`src/rtl/assert_macros.svh`:
```
// Assertion helpers, clocked on clk_i and disabled while rst_ni is low.
`ifndef ASSERT_MACROS_SVH
`define ASSERT_MACROS_SVH

// Same-cycle implication.
`define FDM_ASSERT_NOW(lbl, ante, cons, msg) \
  lbl: assert property (@(posedge clk_i) disable iff (!rst_ni) (ante) |-> (cons)) \
    else $error(msg);

// Next-cycle implication.
`define FDM_ASSERT_NXT(lbl, ante, cons, msg) \
  lbl: assert property (@(posedge clk_i) disable iff (!rst_ni) (ante) |=> (cons)) \
    else $error(msg);

`endif

```
`src/rtl/fdm_pkg.sv`:
```
package fdm_pkg;

  localparam int unsigned TrackW  = 7;
  localparam int unsigned TypeW   = 4;
  localparam int unsigned FlagW   = 9;
  localparam int unsigned CfgIdxW = 2;
  localparam int unsigned SelW    = 2;

  // capability flag bit positions
  localparam int unsigned FRpm300 = 0;
  localparam int unsigned FRpm360 = 1;
  localparam int unsigned F525    = 2;
  localparam int unsigned FDs     = 3;
  localparam int unsigned FHoleDd = 4;
  localparam int unsigned FHoleHd = 5;
  localparam int unsigned FHoleEd = 6;
  localparam int unsigned FDstep  = 7;
  localparam int unsigned FInvDen = 8;

  typedef enum logic [2:0] {
    CMD_STEP    = 3'd0,
    CMD_INSERT  = 3'd1,
    CMD_HEAD    = 3'd2,
    CMD_DENSITY = 3'd3,
    CMD_STATUS  = 3'd4
  } fdm_cmd_e;

  typedef enum logic [1:0] {
    HOLE_DD  = 2'd0,
    HOLE_HD  = 2'd1,
    HOLE_ED  = 2'd2,
    HOLE_BAD = 2'd3
  } fdm_hole_e;

  typedef struct packed {
    logic [2:0]        command;
    logic [SelW-1:0]   drive_sel;
    logic signed [7:0] track_step;
    logic              head_value;
    logic              density_value;
    logic [1:0]        media_hole;
  } fdm_in_t;

  typedef struct packed {
    logic [TrackW-1:0] track_now;
    logic              at_track_zero;
    logic              head_now;
    logic              speed_360;
    logic              medium_readable;
    logic              double_step;
    logic              drive_density;
    logic              disk_changed;
  } fdm_out_t;

  typedef struct packed {
    logic [TrackW-1:0] last_track;
    logic [FlagW-1:0]  flags;
  } fdm_type_t;

  // drive state after the current item, one drive
  typedef struct packed {
    logic [TrackW-1:0] track;
    logic              head;
    logic              changed;
    fdm_type_t         dtype;
  } fdm_drv_t;

  function automatic fdm_type_t fdm_type_lookup(input logic [TypeW-1:0] idx);
    fdm_type_t t;
    case (idx)
      4'd1:    t = '{last_track: 7'd43, flags: 9'h015};
      4'd2:    t = '{last_track: 7'd43, flags: 9'h01D};
      4'd3:    t = '{last_track: 7'd86, flags: 9'h09D};
      4'd4:    t = '{last_track: 7'd86, flags: 9'h1BE};
      4'd5:    t = '{last_track: 7'd86, flags: 9'h0BE};
      4'd6:    t = '{last_track: 7'd86, flags: 9'h0BF};
      4'd7:    t = '{last_track: 7'd86, flags: 9'h091};
      4'd8:    t = '{last_track: 7'd86, flags: 9'h099};
      4'd9:    t = '{last_track: 7'd86, flags: 9'h1B9};
      4'd10:   t = '{last_track: 7'd86, flags: 9'h0B9};
      4'd11:   t = '{last_track: 7'd86, flags: 9'h1BB};
      4'd12:   t = '{last_track: 7'd86, flags: 9'h0BB};
      4'd13:   t = '{last_track: 7'd86, flags: 9'h0F9};
      default: t = '{last_track: 7'd0,  flags: 9'h000};
    endcase
    return t;
  endfunction

endpackage

```
`src/rtl/floppy_drive_mechanism.sv`:
```
// The result of an accepted item is registered and is shown in the cycle after it is accepted.
// Throughput: one item per cycle while in_stall_o is low; all update and status
// logic sits between the per-drive state registers and the single result register.
// in_stall_o rises only while a finished result waits on out_stall_i.
// Reset (rst_ni low, async): all tracks, heads, changed flags, density and types 0.
module floppy_drive_mechanism #(
  parameter int unsigned NUM_DRIVES = 4
) (
  input  logic                          clk_i,
  input  logic                          rst_ni,
  input  logic                          in_valid_i,
  output logic                          in_stall_o,
  input  fdm_pkg::fdm_in_t              in_data_i,
  output logic                          out_valid_o,
  input  logic                          out_stall_i,
  output fdm_pkg::fdm_out_t             out_data_o,
  input  logic                          cfg_valid_i,
  output logic                          cfg_ready_o,
  input  logic [fdm_pkg::CfgIdxW-1:0]   cfg_index_i,
  input  logic [fdm_pkg::TypeW-1:0]     cfg_data_i
);
  import fdm_pkg::*;

  logic      in_acc;
  logic      raw_den_q, raw_den_d;
  logic      out_valid_q;
  fdm_out_t  out_q, res_d;
  fdm_drv_t  drv [NUM_DRIVES];
  fdm_drv_t  sel_drv;
  logic      sel_ok;
  logic [FlagW-1:0] fl;

  // Input beat taken when the output slot is free or draining this cycle.
  assign in_stall_o  = out_valid_q & out_stall_i;
  assign in_acc      = in_valid_i & ~in_stall_o;
  assign cfg_ready_o = 1'b1;

  // Density select is shared; it follows set density even for absent drives.
  assign raw_den_d = (in_data_i.command == CMD_DENSITY) ? in_data_i.density_value
                                                        : raw_den_q;

  for (genvar i = 0; i < NUM_DRIVES; i++) begin : g_drv
    logic hit;
    assign hit = (in_data_i.drive_sel == SelW'(i));
    fdm_drive u_drive (
      .clk_i      (clk_i),
      .rst_ni     (rst_ni),
      .cfg_we_i   (cfg_valid_i && (cfg_index_i == CfgIdxW'(i))),
      .cfg_type_i (cfg_data_i),
      .upd_en_i   (in_acc && hit),
      .item_i     (in_data_i),
      .drv_o      (drv[i])
    );
  end

  // Select the addressed drive's post-update state; no match means absent drive.
  always_comb begin
    sel_drv = '0;
    sel_ok  = 1'b0;
    for (int i = 0; i < NUM_DRIVES; i++) begin
      if (in_data_i.drive_sel == SelW'(i)) begin
        sel_drv = drv[i];
        sel_ok  = 1'b1;
      end
    end
  end

  assign fl = sel_drv.dtype.flags;

  always_comb begin
    res_d = '0;
    if (sel_ok) begin
      res_d.track_now     = sel_drv.track;
      res_d.at_track_zero = (sel_drv.dtype.last_track != '0) && (sel_drv.track == '0);
      res_d.head_now      = sel_drv.head & fl[FDs];
      // spindle: fixed-speed types first, then the two dual-rpm flavors
      if (!fl[FRpm360]) begin
        res_d.speed_360 = 1'b0;
      end else if (!fl[FRpm300]) begin
        res_d.speed_360 = 1'b1;
      end else if (fl[F525]) begin
        res_d.speed_360 = raw_den_d;
      end else begin
        res_d.speed_360 = (in_data_i.media_hole == HOLE_HD) && !raw_den_d;
      end
      case (in_data_i.media_hole)
        HOLE_DD: res_d.medium_readable = fl[FHoleDd];
        HOLE_HD: res_d.medium_readable = fl[FHoleHd];
        HOLE_ED: res_d.medium_readable = fl[FHoleEd];
        default: res_d.medium_readable = 1'b0;
      endcase
      res_d.double_step   = fl[FDstep];
      res_d.drive_density = raw_den_d ^ fl[FInvDen];
      res_d.disk_changed  = sel_drv.changed;
    end
  end

  always_ff @(posedge clk_i or negedge rst_ni) begin
    if (!rst_ni) begin
      raw_den_q   <= 1'b0;
      out_valid_q <= 1'b0;
    end else begin
      if (in_acc) begin
        raw_den_q <= raw_den_d;
      end
      if (in_acc) begin
        out_valid_q <= 1'b1;
      end else if (!out_stall_i) begin
        out_valid_q <= 1'b0;
      end
    end
  end

  // result payload, no reset needed
  always_ff @(posedge clk_i) begin
    if (in_acc) begin
      out_q <= res_d;
    end
  end

  assign out_valid_o = out_valid_q;
  assign out_data_o  = out_q;

`include "assert_macros.svh"

  `FDM_ASSERT_NXT(a_acc_gives_beat, in_acc, out_valid_o, "accepted item produced no result")
  `FDM_ASSERT_NOW(a_track_range, out_valid_o, out_data_o.track_now <= 7'd86, "track above 86")
  `FDM_ASSERT_NOW(a_trk0_consistent, out_valid_o && out_data_o.at_track_zero,
                  out_data_o.track_now == '0, "track-0 flag with nonzero track")
  `FDM_ASSERT_NXT(a_density_set, in_acc && in_data_i.command == CMD_DENSITY,
                  raw_den_q == $past(in_data_i.density_value), "density select not latched")

endmodule

```
`src/rtl/fdm_drive.sv`:
```
module fdm_drive (
  input  logic                         clk_i,
  input  logic                         rst_ni,
  input  logic                         cfg_we_i,
  input  logic [fdm_pkg::TypeW-1:0]    cfg_type_i,
  input  logic                         upd_en_i,
  input  fdm_pkg::fdm_in_t             item_i,
  output fdm_pkg::fdm_drv_t            drv_o
);
  import fdm_pkg::*;

  logic [TypeW-1:0]  type_q;
  logic [TrackW-1:0] track_q, track_d;
  logic              head_q, head_d;
  logic              chg_q, chg_d;
  fdm_type_t         ty;
  logic [8:0]        sum;
  logic [TrackW-1:0] clamped;

  assign ty  = fdm_type_lookup(type_q);
  // 9-bit two's complement: -128..213
  assign sum = {2'b00, track_q} + {item_i.track_step[7], item_i.track_step};

  always_comb begin
    if (sum[8]) begin
      clamped = '0;
    end else if (sum[7:0] > {1'b0, ty.last_track}) begin
      clamped = ty.last_track;
    end else begin
      clamped = sum[TrackW-1:0];
    end
  end

  always_comb begin
    track_d = track_q;
    head_d  = head_q;
    chg_d   = chg_q;
    case (item_i.command)
      CMD_STEP: begin
        if (item_i.track_step != 8'sd0) begin
          track_d = clamped;
          chg_d   = 1'b0;
        end
      end
      CMD_INSERT: begin
        track_d = (track_q > ty.last_track) ? ty.last_track : track_q;
        chg_d   = 1'b1;
      end
      CMD_HEAD: begin
        head_d = item_i.head_value & ty.flags[FDs];
      end
      default: ;
    endcase
  end

  always_ff @(posedge clk_i or negedge rst_ni) begin
    if (!rst_ni) begin
      type_q  <= '0;
      track_q <= '0;
      head_q  <= 1'b0;
      chg_q   <= 1'b0;
    end else begin
      if (cfg_we_i) begin
        type_q <= cfg_type_i;
      end
      if (upd_en_i) begin
        track_q <= track_d;
        head_q  <= head_d;
        chg_q   <= chg_d;
      end
    end
  end

  assign drv_o = '{track: track_d, head: head_d, changed: chg_d, dtype: ty};

endmodule

```
`config.mk`:
```
export PLATFORM = sky130hd
export DESIGN_NAME = floppy_drive_mechanism
export DESIGN_NICKNAME = d
export VERILOG_FILES = /design/src/rtl/fdm_pkg.sv /design/src/rtl/floppy_drive_mechanism.sv /design/src/rtl/fdm_drive.sv
export VERILOG_INCLUDE_DIRS = /design/src /design/src/rtl
export SDC_FILE = /design/constraint.sdc
export NUM_CORES = 1
export LEC_CHECK = 0
export BUFFER_PORTS_ARGS = -buffer_cell sky130_fd_sc_hd__buf_2
export CAP_MARGIN = 30
export CORE_UTILIZATION = 30
export CTS_BUF_LIST = sky130_fd_sc_hd__clkbuf_8
export DETAILED_ROUTE_END_ITERATION = 10
export PLACE_DENSITY = 0.53
export RECOVER_POWER = 50
export SLEW_MARGIN = 30
export SYNTH_ARGS = -nofsm -noshare
export SYNTH_HDL_FRONTEND = slang
export SYNTH_HIERARCHICAL = 1
export SYNTH_SLANG_ARGS = --single-unit
export TNS_END_PERCENT = 10
```
`constraint.sdc`:
```
create_clock -name clk_i -period 6.45 [get_ports clk_i]
set_input_delay 1.29 -clock clk_i [delete_from_list [all_inputs] [get_ports clk_i]]
set_output_delay 1.29 -clock clk_i [all_outputs]
set_load 0.01 [all_outputs]
```
Word-level counts from Yosys, hierarchy flattened:

Memories as Yosys holds them, arrays and structs flattened.
Cells that the tools add are included.

* bits in registers: 68
* bits in read-only memories: 1024
* input port bits: 28
* output and inout bits: 17
* logic and storage cells: 128
* memories kept: 4

* add/subtract/negate cells: 4
* magnitude comparators: 8
* equality and inequality tests: 12
* multiplexer cells: 46
* bitwise operators: 9
* reductions and logical operators: 19

Memory list
* (name not given): words 16, width 16, read ports 1, clocked after memory_dff 0, write ports 0, line fdm_pkg.sv:70 `case (idx)`
* (name not given): words 16, width 16, read ports 1, clocked after memory_dff 0, write ports 0, line fdm_pkg.sv:70
* (name not given): words 16, width 16, read ports 1, clocked after memory_dff 0, write ports 0, line fdm_pkg.sv:70
* (name not given): words 16, width 16, read ports 1, clocked after memory_dff 0, write ports 0, line fdm_pkg.sv:70

Operator list (count)
* 7-bit 2-to-1 mux: 16
* 25-bit 2-to-1 mux: 4
* 7-bit one-hot mux with 2 select lines: 4
* 8-bit by 8-bit adder with 9-bit output: 4
* 8-bit by 7-bit greater-than comparator with 1-bit output: 4
* 7-bit greater-than comparator: 4
* 1-bit 2-to-1 mux: 17
* 2-bit equality test (second input constant): 5
* 1-bit logical AND: 10
* 1-bit one-hot mux with 2 select lines: 4
* 8-bit nonzero test: 1
* 1-bit bitwise AND: 7
* 7-bit zero test: 1
* 7-bit nonzero test: 1
* 2-bit by 1-bit equality test with 1-bit output (second input constant): 3
* 3-bit by 2-bit equality test with 1-bit output (second input constant): 2
* 2-bit zero test: 3
* 3-bit by 1-bit equality test with 1-bit output (second input constant): 1
* 3-bit zero test: 1
* 1-bit one-hot mux with 3 select lines: 1
* 2-bit by 1-bit inequality test with 1-bit output (second input constant): 1
* 2-bit AND reduction: 1
* 1-bit zero test: 1
* 1-bit NOT: 1
* 1-bit bitwise XOR: 1

Logic depth before layout (Yosys ltp):

Gate-level depths: netlist (run 1).

* depth after elaboration: 12
* mapped depth: 17
* mapped depth without buffers: 17

Cells and area by module:

Netlist (run 1), hierarchy kept.

By module, submodules not included
* fdm_drive at g_drv[1].u_drive ...: instances 2, cells each 238, area an instance 1923.1 µm²
* fdm_drive at g_drv[0].u_drive: instances 1, cells each 217, area an instance 1815.5 µm²
* fdm_drive at g_drv[3].u_drive: instances 1, cells each 221, area an instance 1790.5 µm²
* floppy_drive_mechanism: instances 1, cells each 95, area an instance 1206.2 µm²

Least setup slack after synthesis (run 1):

No wires, ideal clock.

* path kind: in2reg
* from: input port in_data_i[4] (netlist bit)
* to: register out_q (netlist bit out_data_o[6]) (data pin)
* arrival time: 5095 ps
* required time: 6318 ps
* setup slack: 1223 ps
* cell stages on the path: 15
* cell sequence: ha_1 > fa_1 > a211oi_1 > nor2_1 > or4_1 > o311a_1 > ha_1 > a21oi_1 > a21oi_1 > a32oi_4 > mux2_2 > a221o_1 > mux4_2 > nor4_1 > and3_1

RTL lines
* start, declared: line floppy_drive_mechanism.sv:13 `input fdm_pkg::fdm_in_t in_data_i,`
* end signal, assigned: line floppy_drive_mechanism.sv:117 `out_q <= res_d;`
* end, declared: line floppy_drive_mechanism.sv:27 `fdm_out_t out_q, res_d;`

==> flow_summary_export.csv, run 1 <==
group,metric,value,unit
synthesis,syn_avg_cell_area,8.58,µm²
pwr,finalPower,2.73,mW
sta,setup_viol_count_final,0,
setup_path,crit_family,"compound AO/OA/AOI/OAI gates",
clocking,cts_buffer_depth,2,
setup_path,required,6.70,ns
routing,vias_per_cell,5.72,
layout,fillers,2973,
flow_run,cap_viol_max_count,1,
routing,post_drt_wl_per_cell,19.6,µm
sta,fin_crit,5.60,ns
global_routing,grt_pass1_wl,42.6,mm
floorplanning,pin_count,45,
synthesis,synthFlopType,"dfrtp_1",
clocking,hold_buffers,0,
routing,firstDrtPassIters,5,
synthesis,synth_cells,1009,
routing,drt_iter0_markers,651,
hold_path,holdCritPathClass,"reg -> reg",
run_status,violations,"capacitance limit, slew limit",
routing,wl,27.2,mm
layout,area_delta_synth_final,6.79,%
synthesis,synth.yosys.seq_area_share,0.205,
synthesis,synth_edf_count,14,
layout,antenna_cells,0,
floorplanning,fp-row-count,61,
synthesis,ys_ff_latch,68,
synthesis,synthArstFlopShare,0.794,
floorplanning,fp.dieW,172,µm
setup_path,end_kind,"flip-flop",
pwr,ir_drop,91.1,µV
clocking,numClockSinks,68,
floorplanning,design.core.area,0.0281,mm²
clocking,worst_skew_pair.late_latency,0.38,ns
run_status,status,"complete, but fails checks",
layout,layout-drive-gt1-share,0.143,
clocking,cts_resized,0,
synthesis,ys_types,80,
floorplanning,die_h,172,µm
layout,final_cell_mix,"ha_1 (96), nand2_1 (88), a21oi_1 (75)",
pwr,p_per_area,295,mW/mm²
setup_path,cp-start-kind,"input pin",
setup_path,cp.arrival,5.85,ns
global_routing,grt_use_total,0.190,
sta,max_freq,0.178,GHz
routing,drtAntennaViolNets,0,
setup_path,cp.buffers_inverters,1,
sta,final.setup.tns,0,ns
setup_path,path_class,"in -> reg",
clocking,root_buffer,"clkbuf_8",
sta,rsz0062_at_grt,"false",
place,dp_hpwl,20.3,mm
layout,mostFrequentLayoutCell,"ha_1",
synthesis,ys_warn_count,6,
routing,drc,0,
sta,worstMarginPinSlew,3.43,ns
clocking,cts.clk_slew.worst_paths,0.08,ns
setup_path,cp_slowest_cell,"a211oi_4",
global_routing,grt_pass1_vias,7379,
place,gp_congestion,0.908,
setup_path,crit_fanout,8,
layout,post-route-util,0.329,
floorplanning,initial_core_util,0.308,
sta,final_max_slew_viol_count,55,
clocking,cts_setup_buffers,0,
global_routing,grt_max_degree,55,
clocking,htreeDepth,3,
clocking,cts_buffers,9,
routing,vias,7950,
sta,fin_worst_skew,0.00799,ns
synthesis,syn_area,0.00866,mm²
layout,nNetsFinal,1135,
sta,fin_crit_sh,0.869,
place,portBuffers,43,
global_routing,grt_antenna_before_repair,0,
sta,hold_viol,0,
sta,slew_headroom,-1.28,
synthesis,syn_nets,1137,
pwr,p_leak,3.79,nW
setup_path,critical-path-max-stage-delay,0.54,ns
setup_path,path_cells,"buf_2, ha_1, fa_1, a211oi_1, o21bai_1, a21oi_1, xnor2_1, ha_1, a21oi_1, nand3_1, a211oi_4, mux2i_1, nor2_1, o31a_1, mux4_2, nor4_1, and3_1",
clocking,cts_tree,"yes",
global_routing,overflow,0,
floorplanning,fp.dieArea,0.0295,mm²
-- worst paths after layout --
check / from / to / slack (ns) / cells past startpoint
max: in_data_i[4] / out_data_o[6] / 0.85 / 17
min: g_drv[3].u_drive/head_q / g_drv[3].u_drive/head_q / 0.52 / 2
max reg2reg: g_drv[1].u_drive/track_q[0] / out_data_o[6] / 1.54 / 16
min reg2reg: g_drv[3].u_drive/head_q / g_drv[3].u_drive/head_q / 0.52 / 2
max in group asynchronous: rst_ni / g_drv[2].u_drive/track_q[5] / 2.37 / 2
min in group asynchronous: rst_ni / g_drv[3].u_drive/type_q[3] / 2.17 / 2
-- power by group --
group / switching, mW / total (mW) / internal [mW] / leakage (nW)
clock: 0.206 / 0.426 / 0.220 / 0.110
sequential: 0.132 / 0.655 / 0.523 / 0.771
combinational: 0.927 / 1.65 / 0.718 / 2.91
-- cell type report --
type,instances,area [µm²],share of cell area
Tap cell,378,473,0.0512
Inverter,51,191,0.0207
Sequential cell,68,1770,0.192
Timing Repair Buffer,56,298,0.0322
Clock buffer,9,124,0.0134
Multi-Input combinational cell,821,6290,0.680
Clock inverter,7,98.8,0.0107
-- worst reg2reg max path: stages, from the launching register on --
cell and delay [ns]:
dfrtp_1 0.45, ha_1 0.26, fa_1 0.44, a211oi_1 0.32
o21bai_1 0.12, a21oi_1 0.18, xnor2_1 0.17, ha_1 0.28
a21oi_1 0.17, nand3_1 0.15, a211oi_4 0.54, mux2i_1 0.38
nor2_1 0.11, o31a_1 0.27, mux4_2 0.49, nor4_1 0.26
and3_1 0.20
-- metrics by stage --
stage | setup slack (ns) | cells | hold slack (ns) | instance area (µm²)
floorplan | 1.22 | 1009 | 0.467 | 8660
global placement | 0.644 | 1374 | 0.490 | 9040
detailed placement | 0.492 | 1374 | 0.498 | 9040
CTS | 0.872 | 1390 | 0.515 | 9260
global route | 0.616 | 1390 | 0.547 | 9250
finish | 0.847 | 1390 | 0.518 | 9250
-- synthesized netlist by cell type, drive strengths merged, types with 19 or more instances --
cell type / instances / area share
a21oi: 80 / 0.048
a211oi: 24 / 0.028
inv: 51 / 0.022
ha: 96 / 0.14
o211ai: 20 / 0.017
dfrtp: 54 / 0.16
nor2: 69 / 0.030
buf: 44 / 0.037
clkbuf: 25 / 0.011
o21ai: 66 / 0.038
nand3: 42 / 0.024
mux2: 36 / 0.051
mux2i: 19 / 0.022
nand2: 88 / 0.038
-- registers in the layout, summed over array words and instances, names as in the netlist --
signal	count
g_drv.u_drive/chg_q	4
g_drv.u_drive/head_q	4
g_drv.u_drive/track_q	28
g_drv.u_drive/type_q	16
out_data_o	14
out_valid_o	1
raw_den_q	1
-- kinds of logic after synthesis --
group,count (synthesis),synth area share
buffers and inverters,120,0.0695
DFF,68,0.205
and+or+nand+nor,307,0.175
adders and majority gates,100,0.148
muxes,69,0.110
xor gates and xnor gates,20,0.0202
AOI/OAI and AO/OA,324,0.272
other,1,0.000433
-- metal layers --
layer | up-vias | GRT usage | wire (µm)
met5 | - | 0 | 0
met4 | 0 | 0.0704 | 705
met3 | 42 | 0.0204 | 1250
met2 | 246 | 0.305 | 12500
met1 | 3827 | 0.260 | 12800
li1 | 3835 | - | -
Note: power is estimated with default switching activity, not from simulation.
==> run 2: changes to the inputs <==
--- a/config.mk
+++ b/config.mk
@@ -11,6 +11,7 @@
 export CORE_UTILIZATION = 30
 export CTS_BUF_LIST = sky130_fd_sc_hd__clkbuf_8
 export DETAILED_ROUTE_END_ITERATION = 10
+export MAX_ROUTING_LAYER = met4
 export PLACE_DENSITY = 0.53
 export RECOVER_POWER = 50
 export SLEW_MARGIN = 30
==> run 2 against run 1 <==
Effect of this change: the flow still finishes with violations (capacitance limit, slew limit); register-to-register slack worse by 0.12 ns; global-route usage rose by 0.62 points; count of clock-buffer cells in the layout did not move; fmax fell by 1.5%; die area did not move; first-iteration DRC count decreased by 11%; largest power group unchanged.
==> flow_summary_export.csv, run 2 (synthesized netlist as in run 1, its figures left out) <==
group,metric,value,unit
place,pre_cts_ws,0.444,ns
pwr,cell_internal_pwr,1.42,mW
pwr,finalPower,2.69,mW
clocking,htreeDepth,3,
routing,drc,0,
routing,drt_iter0_markers,582,
layout,fin_cells,1387,
routing,post_drt_wl_per_cell,19.8,µm
routing,firstDrtPassIters,6,
pwr,ir_drop,107,µV
floorplanning,fp.dieW,172,µm
place,portBuffers,43,
sta,final.setup.tns,0,ns
layout,mostFrequentLayoutCell,"ha_1",
hold_path,holdCritPathClass,"reg -> reg",
floorplanning,die_h,172,µm
place,gp_congestion,0.900,
layout,layout-drive-gt1-share,0.144,
pwr,comb_power_share,0.610,
layout,antenna_cells,0,
global_routing,overflow,0,
setup_path,r2r_cells,15,
clocking,cts_buffers,9,
sta,worstMarginPinSlew,3.35,ns
layout,area_delta_synth_final,6.37,%
setup_path,cp-start-kind,"input pin",
setup_path,path_class,"in -> reg",
routing,vias,7921,
clocking,cts_buffer_depth,2,
floorplanning,fp.dieArea,0.0295,mm²
sta,holdWs,0.514,ns
floorplanning,initial_core_util,0.308,
layout,nNetsFinal,1132,
flow_run,cap_viol_max_count,1,
layout,top_regs,"g_drv.u_drive/track_q: 28 flops, g_drv.u_drive/type_q: 16 flops, out_data_o: 14 flops",
clocking,worst_skew_pair.late_latency,0.38,ns
clocking,cts_tree,"yes",
sta,fin_crit_sh,0.882,
sta,final_max_slew_viol_count,55,
setup_path,cp.arrival,5.94,ns
global_routing,grt_util_met1,0.257,
routing,drtAntennaViolNets,0,
sta,fin_crit,5.69,ns
floorplanning,pin_count,45,
pwr,p_per_area,292,mW/mm²
global_routing,met2_usage,0.313,
sta,worst_slack,0.763,ns
global_routing,grt_antenna_before_repair,0,
floorplanning,design.core.area,0.0281,mm²
layout,fillers,2986,
setup_path,crit_fanout,8,
sta,fin_worst_skew,0.00684,ns
run_status,status,"complete, but fails checks",
global_routing,use_met3,0.0240,
clocking,numClockSinks,68,
setup_path,end_kind,"flip-flop",
routing,vias_per_cell,5.71,
sta,slew_headroom,-1.23,
clocking,cts_resized,0,
sta,max_freq,0.176,GHz
pwr,clkPwrFrac,0.147,
global_routing,grt_use_total,0.196,
global_routing,grt_pass1_wl,43.1,mm
layout,largest_register_ffs,28,
pwr,switching_share,0.471,
place,place_area,0.00902,mm²
setup_path,required,6.70,ns
pwr,switchingPower,1.27,mW
global_routing,grt_max_degree,55,
layout,regMostFlops,"g_drv.u_drive/track_q",
clocking,cts_setup_buffers,0,
sta,hold_viol,0,
hold_path,whs_path_depth,1,
global_routing,grt_busiest_layer,"met2",
pwr,p_leak,3.78,nW
layout,post-route-util,0.328,
clocking,hold_buffers,0,
clocking,root_buffer,"clkbuf_8",
global_routing,grt_pass1_vias,7512,
layout,design_area,0.00921,mm²
clocking,cts.clk_slew.worst_paths,0.09,ns
place,dp_cells,1371,
floorplanning,fp-row-count,61,
layout,final_cell_mix,"ha_1 (96), nand2_1 (88), a21oi_1 (75)",
sta,rsz0062_at_grt,"false",
routing,wl,27.5,mm
run_status,violations,"capacitance limit, slew limit",
sta,setup_viol_count_final,0,
place,dp_hpwl,20.5,mm
pwr,pwr-share-seq,0.244,
[run 2: cell count changes in the layout (fill, tap and decap cells not counted), sizes merged]
cell / before / now
bufinv: 2 / 1
clkbuf: 19 / 16
clkinv: 3 / 0
inv: 52 / 56
[run 2: power by group through the flow]
stage / Combinational [mW] / Clock, mW / Sequential [mW]
2_1_floorplan: 1.34 / 0 / 0.598
3_3_place_gp: 1.62 / 0 / 0.660
3_5_place_dp: 1.62 / 0 / 0.662
4_1_cts: 1.63 / 0.408 / 0.654
5_1_grt: 1.82 / 0.422 / 0.672
6_report: 1.64 / 0.395 / 0.656
[run 2: worst paths after layout]
check | slack (ns) | from | to
min in group asynchronous | 2.13 | rst_ni | g_drv[3].u_drive/type_q[2]
max in group asynchronous | 2.44 | rst_ni | g_drv[1].u_drive/track_q[1]
hold / removal | 0.51 | g_drv[0].u_drive/chg_q | g_drv[0].u_drive/chg_q
setup / recovery | 0.76 | in_data_i[4] | out_data_o[6]
setup reg to reg | 1.42 | g_drv[2].u_drive/type_q[1] | out_data_o[6]
hold reg to reg | 0.51 | g_drv[0].u_drive/chg_q | g_drv[0].u_drive/chg_q
[run 2: critical path, cell delays in order]
cell and delay [ns]:
buf_2 0.20, ha_1 0.30, fa_1 0.45, a211oi_1 0.34
o21bai_1 0.12, a21oi_1 0.19, xnor2_1 0.17, ha_1 0.28
a21oi_1 0.17, nand3_1 0.14, a211oi_4 0.54, mux2_2 0.41
a222oi_1 0.32, inv_1 0.09, mux4_2 0.47, nor4_1 0.22
and3_1 0.20
[run 2: final cells by class]
class	count	area (µm²)	share of cell area
multi-input cells	821	6290	0.683
flip-flops and latches	68	1770	0.192
well taps	378	473	0.0514
repair buffers	53	279	0.0303
inverters	51	191	0.0208
clock buffers	9	124	0.0134
clock inverters	7	81.3	0.00883
[run 2: layer usage]
metal | vias up | wire length [µm]
li1 | 3813 | -
met1 | 3860 | 12800
met2 | 214 | 12800
met3 | 34 | 1190
met4 | 0 | 654
met5 | - | 0
